### src/hdl/lts_pkg.sv
`timescale 1ns / 1ps
// ----------------------------------------------------------------------------
// lts_pkg
// Shared types and constants of the tagged slot table: field widths,
// operation codes, the entry record and the per-cell control group.
// ----------------------------------------------------------------------------
package lts_pkg;

  localparam int FUNC_W  = 2;
  localparam int KEY_W   = 16;
  localparam int LEN_W   = 32;
  localparam int SLOT_W  = 5;
  localparam int STAMP_W = 32;

  localparam logic [FUNC_W-1:0] FUNC_LOOKUP = 2'd0;
  localparam logic [FUNC_W-1:0] FUNC_INSERT = 2'd1;
  localparam logic [FUNC_W-1:0] FUNC_FREE   = 2'd2;

  typedef struct packed {
    logic [KEY_W-1:0]   id;
    logic [LEN_W-1:0]   len;
    logic [STAMP_W-1:0] stamp;
  } entry_t;

  typedef struct packed {
    logic shift;
    logic load;
    logic stamp_we;
  } cell_ctl_t;

endpackage

### src/hdl/lts_if.sv
`timescale 1ns / 1ps
// ----------------------------------------------------------------------------
// lts_if
// Request and result channels of the tagged slot table, valid/ready.
// ----------------------------------------------------------------------------
interface lts_in_if;
  logic                       valid;
  logic                       ready;
  logic [lts_pkg::FUNC_W-1:0] func;
  logic [lts_pkg::KEY_W-1:0]  key_id;
  logic [lts_pkg::LEN_W-1:0]  byte_length;
  logic [lts_pkg::SLOT_W-1:0] slot_sel;

  modport source (output valid, func, key_id, byte_length, slot_sel, input ready);
  modport sink   (input valid, func, key_id, byte_length, slot_sel, output ready);
endinterface

interface lts_out_if;
  logic                       valid;
  logic                       ready;
  logic [lts_pkg::SLOT_W-1:0] slot_index;
  logic                       hit;
  logic [lts_pkg::LEN_W-1:0]  entry_length;
  logic                       evicted;
  logic [lts_pkg::KEY_W-1:0]  evicted_id;
  logic                       status;

  modport source (output valid, slot_index, hit, entry_length, evicted, evicted_id,
                  status, input ready);
  modport sink   (input valid, slot_index, hit, entry_length, evicted, evicted_id,
                  status, output ready);
endinterface

### src/hdl/lts_cell.sv
`timescale 1ns / 1ps
// ----------------------------------------------------------------------------
// lts_cell
// One table slot. Takes its right neighbor's entry on a compaction shift,
// loads a new entry on append, or refreshes its stamp on a lookup hit.
// ----------------------------------------------------------------------------
module lts_cell (
  input  logic               clk,
  input  lts_pkg::cell_ctl_t ctl,
  input  lts_pkg::entry_t    nbr_ent,
  input  lts_pkg::entry_t    wr_ent,
  output lts_pkg::entry_t    ent
);

  lts_pkg::entry_t ent_r;
  lts_pkg::entry_t ent_nxt;

  always_comb begin
    ent_nxt = ent_r;
    if (ctl.shift) begin
      ent_nxt = nbr_ent;
    end else if (ctl.load) begin
      ent_nxt = wr_ent;
    end else if (ctl.stamp_we) begin
      ent_nxt.stamp = wr_ent.stamp;
    end
  end

  always_ff @(posedge clk) begin
    ent_r <= ent_nxt;
  end

  assign ent = ent_r;

endmodule

### src/hdl/lru_tagged_slot_table.sv
`timescale 1ns / 1ps
// ----------------------------------------------------------------------------
// lru_tagged_slot_table
// Compacted LRU directory of tagged slots built as a row of entry cells.
// ----------------------------------------------------------------------------
// Items are handled one at a time. A controller scans the row of cells one
// slot per cycle through a slot select; an insert runs an id search, an LRU
// search when the table is full, and an append. Removing a slot compacts
// the table in one register update: every cell at or above the removed slot
// takes its right neighbor's entry. The result waits in an output register,
// and a new item is taken while it waits. No clearing pass after reset is
// needed.
// ----------------------------------------------------------------------------
module lru_tagged_slot_table #(
  parameter int MAX_ENTRIES = 16
) (
  input  logic clk,
  input  logic rst_n,
  lts_in_if.sink    in_chan,
  lts_out_if.source out_chan
);

  localparam int CW   = $clog2(MAX_ENTRIES + 1);
  localparam int CMPW = (CW > lts_pkg::SLOT_W) ? CW : lts_pkg::SLOT_W;
  localparam int XW   = CMPW + 1;

  typedef enum logic [2:0] {
    ST_IDLE, ST_SCAN, ST_CHK, ST_LRU, ST_APPEND, ST_FREE, ST_DONE
  } state_t;

  state_t state_r;

  logic [lts_pkg::FUNC_W-1:0]  func_r;
  logic [lts_pkg::KEY_W-1:0]   key_r;
  logic [lts_pkg::LEN_W-1:0]   len_r;
  logic [lts_pkg::SLOT_W-1:0]  sel_r;

  logic [CW-1:0]               count_r;
  logic [CW-1:0]               idx_r;
  logic [CW-1:0]               best_r;
  logic [lts_pkg::KEY_W-1:0]   best_id_r;
  logic [lts_pkg::STAMP_W-1:0] least_r;
  logic [lts_pkg::STAMP_W-1:0] cnt_r;

  logic [lts_pkg::SLOT_W-1:0]  res_slot_r;
  logic                        res_hit_r;
  logic [lts_pkg::LEN_W-1:0]   res_elen_r;
  logic                        res_ev_r;
  logic [lts_pkg::KEY_W-1:0]   res_evid_r;
  logic                        res_status_r;

  logic                        out_valid_r;
  logic [lts_pkg::SLOT_W-1:0]  out_slot_r;
  logic                        out_hit_r;
  logic [lts_pkg::LEN_W-1:0]   out_elen_r;
  logic                        out_ev_r;
  logic [lts_pkg::KEY_W-1:0]   out_evid_r;
  logic                        out_status_r;

  lts_pkg::entry_t   cell_q [MAX_ENTRIES];
  lts_pkg::cell_ctl_t cell_ctl [MAX_ENTRIES];
  lts_pkg::entry_t   wr_ent;
  lts_pkg::entry_t   cur;

  logic [lts_pkg::STAMP_W-1:0] cnt_inc;
  logic [CMPW-1:0]             sel_ext;
  logic [CMPW-1:0]             count_ext;
  logic                        sel_beyond;
  logic [XW-1:0]               idx_x;
  logic [XW-1:0]               count_x;
  logic                        cur_end;
  logic                        id_match;
  logic                        rm_go;
  logic [CW-1:0]               rm_pos;
  logic                        ld_go;
  logic                        st_go;

  assign cnt_inc    = cnt_r + lts_pkg::STAMP_W'(1);
  assign sel_ext    = CMPW'(sel_r);
  assign count_ext  = CMPW'(count_r);
  assign sel_beyond = sel_ext > count_ext;
  assign idx_x      = XW'(idx_r) + XW'(1);
  assign count_x    = XW'(count_r) + XW'(1);
  assign cur_end    = idx_r == count_r;
  assign id_match   = cur.id == key_r;
  assign wr_ent     = '{id: key_r, len: len_r, stamp: cnt_inc};

  always_comb begin
    cur = '0;
    for (int k = 0; k < MAX_ENTRIES; k++) begin
      if (idx_r == CW'(k)) begin
        cur = cell_q[k];
      end
    end
  end

  always_comb begin
    rm_go  = 1'b0;
    rm_pos = idx_r;
    ld_go  = 1'b0;
    st_go  = 1'b0;
    case (state_r)
      ST_SCAN: begin
        if (!cur_end && id_match) begin
          if (func_r == lts_pkg::FUNC_INSERT) begin
            rm_go = 1'b1;
          end else begin
            st_go = 1'b1;
          end
        end
      end
      ST_LRU: begin
        if (cur_end) begin
          rm_go  = 1'b1;
          rm_pos = best_r;
        end
      end
      ST_FREE: begin
        if (sel_r != '0 && !sel_beyond) begin
          rm_go  = 1'b1;
          rm_pos = CW'(sel_ext - CMPW'(1));
        end
      end
      ST_APPEND: begin
        ld_go = 1'b1;
      end
      default: begin
      end
    endcase
  end

  for (genvar k = 0; k < MAX_ENTRIES; k++) begin : g_cell
    lts_pkg::entry_t nbr;

    if (k == MAX_ENTRIES - 1) begin : g_last
      assign nbr = cell_q[k];
    end else begin : g_mid
      assign nbr = cell_q[k+1];
    end

    assign cell_ctl[k] = '{shift:    rm_go && (CW'(k) >= rm_pos),
                           load:     ld_go && (CW'(k) == count_r),
                           stamp_we: st_go && (CW'(k) == idx_r)};

    lts_cell u_cell (
      .clk     (clk),
      .ctl     (cell_ctl[k]),
      .nbr_ent (nbr),
      .wr_ent  (wr_ent),
      .ent     (cell_q[k])
    );
  end

  always_ff @(posedge clk) begin
    if (!rst_n) begin
      state_r     <= ST_IDLE;
      count_r     <= '0;
      cnt_r       <= '0;
      out_valid_r <= 1'b0;
    end else begin
      if (out_valid_r && out_chan.ready && state_r != ST_DONE) begin
        out_valid_r <= 1'b0;
      end
      case (state_r)
        ST_IDLE: begin
          if (in_chan.valid) begin
            func_r       <= in_chan.func;
            key_r        <= in_chan.key_id;
            len_r        <= in_chan.byte_length;
            sel_r        <= in_chan.slot_sel;
            idx_r        <= '0;
            res_slot_r   <= '0;
            res_hit_r    <= 1'b0;
            res_elen_r   <= '0;
            res_ev_r     <= 1'b0;
            res_evid_r   <= '0;
            res_status_r <= 1'b0;
            case (in_chan.func)
              lts_pkg::FUNC_LOOKUP: state_r <= ST_SCAN;
              lts_pkg::FUNC_INSERT: state_r <= ST_SCAN;
              lts_pkg::FUNC_FREE:   state_r <= ST_FREE;
              default:              state_r <= ST_DONE;
            endcase
          end
        end
        ST_SCAN: begin
          if (cur_end) begin
            state_r <= (func_r == lts_pkg::FUNC_INSERT) ? ST_CHK : ST_DONE;
          end else if (id_match) begin
            cnt_r     <= cnt_inc;
            res_hit_r <= 1'b1;
            if (func_r == lts_pkg::FUNC_INSERT) begin
              count_r <= count_r - CW'(1);
              state_r <= ST_CHK;
            end else begin
              res_slot_r <= idx_x[lts_pkg::SLOT_W-1:0];
              res_elen_r <= cur.len;
              state_r    <= ST_DONE;
            end
          end else begin
            idx_r <= idx_r + CW'(1);
          end
        end
        ST_CHK: begin
          if (count_r >= CW'(MAX_ENTRIES)) begin
            idx_r   <= '0;
            least_r <= '1;
            best_r  <= '0;
            state_r <= ST_LRU;
          end else begin
            state_r <= ST_APPEND;
          end
        end
        ST_LRU: begin
          if (cur_end) begin
            res_ev_r   <= 1'b1;
            res_evid_r <= best_id_r;
            count_r    <= count_r - CW'(1);
            state_r    <= ST_APPEND;
          end else begin
            if (cur.stamp <= least_r) begin
              least_r   <= cur.stamp;
              best_r    <= idx_r;
              best_id_r <= cur.id;
            end
            idx_r <= idx_r + CW'(1);
          end
        end
        ST_APPEND: begin
          cnt_r      <= cnt_inc;
          count_r    <= count_r + CW'(1);
          res_slot_r <= count_x[lts_pkg::SLOT_W-1:0];
          res_elen_r <= len_r;
          state_r    <= ST_DONE;
        end
        ST_FREE: begin
          if (sel_r == '0) begin
            count_r <= '0;
          end else if (sel_beyond) begin
            res_status_r <= 1'b1;
          end else begin
            count_r <= count_r - CW'(1);
          end
          state_r <= ST_DONE;
        end
        ST_DONE: begin
          if (!out_valid_r || out_chan.ready) begin
            out_valid_r  <= 1'b1;
            out_slot_r   <= res_slot_r;
            out_hit_r    <= res_hit_r;
            out_elen_r   <= res_elen_r;
            out_ev_r     <= res_ev_r;
            out_evid_r   <= res_evid_r;
            out_status_r <= res_status_r;
            state_r      <= ST_IDLE;
          end
        end
        default: begin
          state_r <= ST_IDLE;
        end
      endcase
    end
  end

  assign in_chan.ready         = state_r == ST_IDLE;
  assign out_chan.valid        = out_valid_r;
  assign out_chan.slot_index   = out_slot_r;
  assign out_chan.hit          = out_hit_r;
  assign out_chan.entry_length = out_elen_r;
  assign out_chan.evicted      = out_ev_r;
  assign out_chan.evicted_id   = out_evid_r;
  assign out_chan.status       = out_status_r;

endmodule

### src/flat_wrapper.sv
// flat-port wrapper written by rule: the top's interface ports become plain ports
module lru_tagged_slot_table_flat 
#(
  parameter int MAX_ENTRIES = 16
)
  (clk, rst_n, in_chan_valid, in_chan_func, in_chan_key_id, in_chan_byte_length, in_chan_slot_sel, in_chan_ready, out_chan_valid, out_chan_slot_index, out_chan_hit, out_chan_entry_length, out_chan_evicted, out_chan_evicted_id, out_chan_status, out_chan_ready);
  lts_in_if in_chan_i ();
  lts_out_if out_chan_i ();
  input  logic clk;
  input  logic rst_n;
  input wire logic [$bits(in_chan_i.valid)-1:0] in_chan_valid;
  input wire logic [$bits(in_chan_i.func)-1:0] in_chan_func;
  input wire logic [$bits(in_chan_i.key_id)-1:0] in_chan_key_id;
  input wire logic [$bits(in_chan_i.byte_length)-1:0] in_chan_byte_length;
  input wire logic [$bits(in_chan_i.slot_sel)-1:0] in_chan_slot_sel;
  output wire logic [$bits(in_chan_i.ready)-1:0] in_chan_ready;
  output wire logic [$bits(out_chan_i.valid)-1:0] out_chan_valid;
  output wire logic [$bits(out_chan_i.slot_index)-1:0] out_chan_slot_index;
  output wire logic [$bits(out_chan_i.hit)-1:0] out_chan_hit;
  output wire logic [$bits(out_chan_i.entry_length)-1:0] out_chan_entry_length;
  output wire logic [$bits(out_chan_i.evicted)-1:0] out_chan_evicted;
  output wire logic [$bits(out_chan_i.evicted_id)-1:0] out_chan_evicted_id;
  output wire logic [$bits(out_chan_i.status)-1:0] out_chan_status;
  input wire logic [$bits(out_chan_i.ready)-1:0] out_chan_ready;
  assign in_chan_i.valid = in_chan_valid;
  assign in_chan_i.func = in_chan_func;
  assign in_chan_i.key_id = in_chan_key_id;
  assign in_chan_i.byte_length = in_chan_byte_length;
  assign in_chan_i.slot_sel = in_chan_slot_sel;
  assign in_chan_ready = in_chan_i.ready;
  assign out_chan_valid = out_chan_i.valid;
  assign out_chan_slot_index = out_chan_i.slot_index;
  assign out_chan_hit = out_chan_i.hit;
  assign out_chan_entry_length = out_chan_i.entry_length;
  assign out_chan_evicted = out_chan_i.evicted;
  assign out_chan_evicted_id = out_chan_i.evicted_id;
  assign out_chan_status = out_chan_i.status;
  assign out_chan_i.ready = out_chan_ready;
  lru_tagged_slot_table #(.MAX_ENTRIES(MAX_ENTRIES)) u_core (.clk(clk), .rst_n(rst_n), .in_chan(in_chan_i), .out_chan(out_chan_i));
endmodule
### config.mk
export PLATFORM = sky130hd
export DESIGN_NAME = lru_tagged_slot_table_flat
export DESIGN_NICKNAME = d
export VERILOG_FILES = /design/src/hdl/lts_pkg.sv /design/src/hdl/lts_if.sv /design/src/hdl/lts_cell.sv /design/src/hdl/lru_tagged_slot_table.sv /design/src/flat_wrapper.sv
export SDC_FILE = /design/constraint.sdc
export NUM_CORES = 2
export LEC_CHECK = 0
export BUFFER_PORTS_ARGS = -buffer_cell sky130_fd_sc_hd__buf_2
export CAP_MARGIN = 0
export CORE_ASPECT_RATIO = 0.75
export CORE_UTILIZATION = 65
export DETAILED_ROUTE_END_ITERATION = 8
export PLACE_DENSITY = 0.8
export SLEW_MARGIN = 20
export SYNTH_ARGS = -nofsm -noshare
export SYNTH_HDL_FRONTEND = slang
export SYNTH_SLANG_ARGS = --single-unit
### constraint.sdc
create_clock -name clk -period 21.2 [get_ports clk]
set_clock_uncertainty 0.1 [all_clocks]
set_input_delay 3.18 -clock clk [delete_from_list [all_inputs] [get_ports clk]]
set_output_delay 3.18 -clock clk [all_outputs]
set_load 0.02 [all_outputs]
==> flow_summary_export.csv <==
group,metric,value,unit
synthesis,synth_seq_area_share,0.600,
sta,whs,0.317,ns
power,powerDensity,98.8,mW/mm²
placed_design,post-dp-hpwl,146000,µm
sta,drv_slew,0,
grt,grt_pass1_wl,346000,µm
clock_tree,ctsResizeCount,0,
worst_hold_path,hp-class,"register to register",
route,vias_per_cell,7.45,
synthesis,synth_edf_count,1505,
outcome,run_status,"complete, but fails checks",
grt,grt_pass1_vias,52300,
clock_tree,cts_tree,"built",
clock_tree,clk_pin_slew_worst_paths,0.07,ns
finish,drive_gt1_frac,0.261,
sta,max_slew_margin,0.164,
floorplan,rows,108,
power,worst_ir_drop_vdd,96.3,µV
worst_setup_path,start_kind,"register",
finish,syn_to_final_growth,8.87,%
worst_setup_path,reg2reg_from,"u_core.idx_r[1]",
synthesis,syn_area,0.0767,mm²
clock_tree,clock-sinks,1546,
sta,period_share,0.463,
placed_design,place_congestion,1.02,
clock_tree,cts-root-buf,"clkbuf_16",
clock_tree,cts_buffers,149,
synthesis,synthCells,5746,
synthesis,synth_top_family_by_area,"multiplexers",
placed_design,portBuffers,116,
route,vias,54400,
worst_setup_path,ff2ff_setup_slack,11.38,ns
route,routedWlPerCell,32.8,µm
floorplan,die_h,300,µm
sta,tightest_slew,1.24,ns
sta,fin_crit,9.82,ns
finish,layout.core_utilization,0.718,
floorplan,die_area,0.119,mm²
power,power.leakage,28.7,nW
route,dr.first_iter.drc_count,8701,
worst_setup_path,critPathMaxFanout,54,
synthesis,ys_seq_elements,1546,
synthesis,yosys.area_share.simple,0.0641,
worst_setup_path,crit_path_start,"u_core.idx_r[1]",
placed_design,place_ws,11.96,ns
worst_setup_path,worst_r2r_path_depth,18,
floorplan,core-area,0.116,mm²
worst_setup_path,required,21.51,ns
synthesis,synth-xor-area-share,0.00651,
worst_setup_path,worstPathArrival,10.13,ns
flow_run,maxCapViolCount,0,
worst_setup_path,crit_end,"u_core.g_cell[2].u_cell.ent[33]",
sta,setup_viol,0,
grt,grt_max_degree,68,
outcome,violations,"DRC",
sta,final.setup.tns,0,ns
floorplan,start_util,0.659,
grt,globalRoute.totalOverflow,0,
worst_setup_path,path_class,"register to register",
finish,nets,5750,
grt,antenna_found_initial,4,
synthesis,ys_types,98,
floorplan,io_pins,117,
synthesis,async_flop_share,0,
synthesis,syn-num-nets,5855,
power,total_power,8.26,mW
sta,hold_viol,0,
sta,fmax,102,MHz
sta,grt_setup_unrepaired,"false",
synthesis,yosys_warnings,0,
route,drc,2,
synthesis,synth_compound_area_frac,0.120,
clock_tree,htree_levels,4,
floorplan,die_x,399,µm
synthesis,ys.flop_type,"edfxtp_1",
worst_setup_path,endpoint_kind,"register",
worst_setup_path,rr_endpoint,"u_core.g_cell[2].u_cell.ent[33]",
sta,worst_slack,11.38,ns
route,ant_nets,0,
clock_tree,max-clock-path-buffers,3,
synthesis,synth_mux_area_frac,0.169,
route,wl,239000,µm
grt,track_usage,0.393,
synthesis,syn_area_per_cell,13.4,µm²
synthesis,synth_fa_ha_area_frac,0.00816,
clock_tree,worstSkewPairLatency,0.80,ns
route,dr.pass1.iters,9,
clock_tree,ctsHoldBuffers,0,
clock_tree,postCtsSetupRepairBufs,0,
[report_power, final]
group	internal (mW)	switching, mW	leakage [nW]
combinational	0.624	1.17	12.5
clock	1.43	1.18	2.26
sequential	3.68	0.166	13.9
[through the flow]
step	std cells	instance area (µm²)
floorplan	5746	76700
global placement	7026	78800
detailed placement	7027	78800
CTS	7298	83400
global route	7301	83500
finish	7302	83500
[logic make-up (layout without fill, tap and decap cells)]
logic type | Yosys count | in the layout
flip-flops | 1546 | 1546
buffers and inverters | 600 | 615
other | 0 | 1
XOR/XNOR | 57 | 57
AO/OA/AOI/OAI | 1314 | 1314
adder cells (fa/ha/maj) | 50 | 50
multiplexers | 1151 | 1151
AND/OR/NAND/NOR | 1028 | 1028
[how the worst min path moves through the flow]
stage,start,end,slack [ns],cells after the start
floorplan,u_core.res_elen_r[0],u_core.out_chan.entry_length[0],0.30,0
global placement,u_core.res_evid_r[4],u_core.out_chan.evicted_id[4],0.30,0
detailed placement,u_core.res_elen_r[2],u_core.out_chan.entry_length[2],0.30,0
CTS,u_core.res_evid_r[15],u_core.out_chan.evicted_id[15],0.32,0
global route,u_core.res_evid_r[15],u_core.out_chan.evicted_id[15],0.33,0
finish,u_core.res_elen_r[4],u_core.out_chan.entry_length[4],0.32,0
[sequential cells by signal, indices dropped and copies added, names as in the netlist, 2 cells and up]
signal	flops
u_core.len_r	32
u_core.out_chan.evicted_id	16
u_core.out_chan.slot_index	5
u_core.out_chan.entry_length	32
u_core.res_elen_r	32
u_core.sel_ext	5
u_core.g_cell.u_cell.ent	1280
u_core.func_r	2
u_core.count_ext	5
u_core.least_r	32
u_core.res_slot_r	5
u_core.best_id_r	16
u_core.key_r	16
u_core.res_evid_r	16
u_core.state_r	3
u_core.idx_r	5
u_core.cnt_r	32
u_core.best_r	5
[layer usage]
metal | routed length, µm | part of all wire | GRT usage
met5 | 127 | 0.00053 | 0
met4 | 13200 | 0.055 | 0.201
met3 | 33300 | 0.14 | 0.122
met2 | 102000 | 0.43 | 0.564
met1 | 90400 | 0.38 | 0.543
[cell usage after synthesis, types with 21 or more instances]
library cell / n / share of area
a221o_1: 63 / 0.0082
edfxtp_1: 1505 / 0.59
o2111ai_1: 21 / 0.0024
xnor2_1: 28 / 0.0032
nor3_1: 65 / 0.0042
a21oi_1: 276 / 0.018
mux2_1: 233 / 0.034
a211oi_1: 69 / 0.0068
nor2_1: 277 / 0.014
mux2_2: 898 / 0.13
nand2_1: 369 / 0.018
o21ai_0: 232 / 0.015
a21o_1: 31 / 0.0030
o221ai_1: 37 / 0.0042
clkbuf_1: 319 / 0.016
a311oi_1: 26 / 0.0030
nand2b_1: 39 / 0.0032
buf_1: 36 / 0.0018
and3_1: 36 / 0.0029
o22ai_1: 45 / 0.0037
nand3_1: 62 / 0.0040
a221oi_1: 133 / 0.015
a22oi_1: 81 / 0.0079
a31oi_1: 24 / 0.0020
inv_1: 74 / 0.0036
ha_1: 50 / 0.0082
dfxtp_1: 41 / 0.011
buf_2: 144 / 0.0094
xor2_1: 29 / 0.0033
nor2b_1: 39 / 0.0032
o211ai_1: 79 / 0.0077
[worst max-delay path: stages, from the launching register on]
cell and delay [ns]:
edfxtp_1 0.52, inv_1 0.15, ha_2 0.19, buf_4 0.45
and4bb_2 0.74, buf_4 0.63, nand2_1 0.55, o221ai_1 0.39
a21oi_1 0.14, nand2b_1 0.13, o221ai_1 0.12, nor4_1 0.55
nand4_2 0.70, a21oi_4 0.40, buf_4 0.54, buf_4 0.84
nand2_4 0.58, buf_4 0.60, nand2_4 0.77
[final cells by class]
class,instances,area [µm²]
inverters,82,308
repair buffers,262,1760
clock inverters,83,683
multi-input cells,3600,28900
clock buffers,188,3940
fillers,7575,32800
well taps,1540,1930
flip-flops and latches,1546,46000
diodes,1,2.50
[placed cells by master (no fill, tap or decap), types with 17 or more instances in the layout]
cell type	count
inv_1	73
o2111ai_1	21
ha_1	47
o22ai_1	45
o221ai_1	37
o21ai_0	230
a31oi_1	24
o211ai_1	79
nor2_1	270
a221oi_1	133
a211oi_1	69
xor2_1	22
xnor2_1	23
or3_1	17
buf_4	142
nand3_1	61
nand3b_1	18
dfxtp_1	41
nor2b_1	38
nand2b_1	39
mux2_2	898
mux2_1	233
a21o_1	29
a22oi_1	81
clkbuf_16	151
a21oi_1	270
nand4_1	20
mux2i_1	20
buf_2	116
clkbuf_1	35
nor3_1	64
edfxtp_1	1505
a311oi_1	26
and3_1	36
clkinv_2	27
clkinv_1	37
a221o_1	63
nand2_1	359
Power figures use the tool's default switching activity.
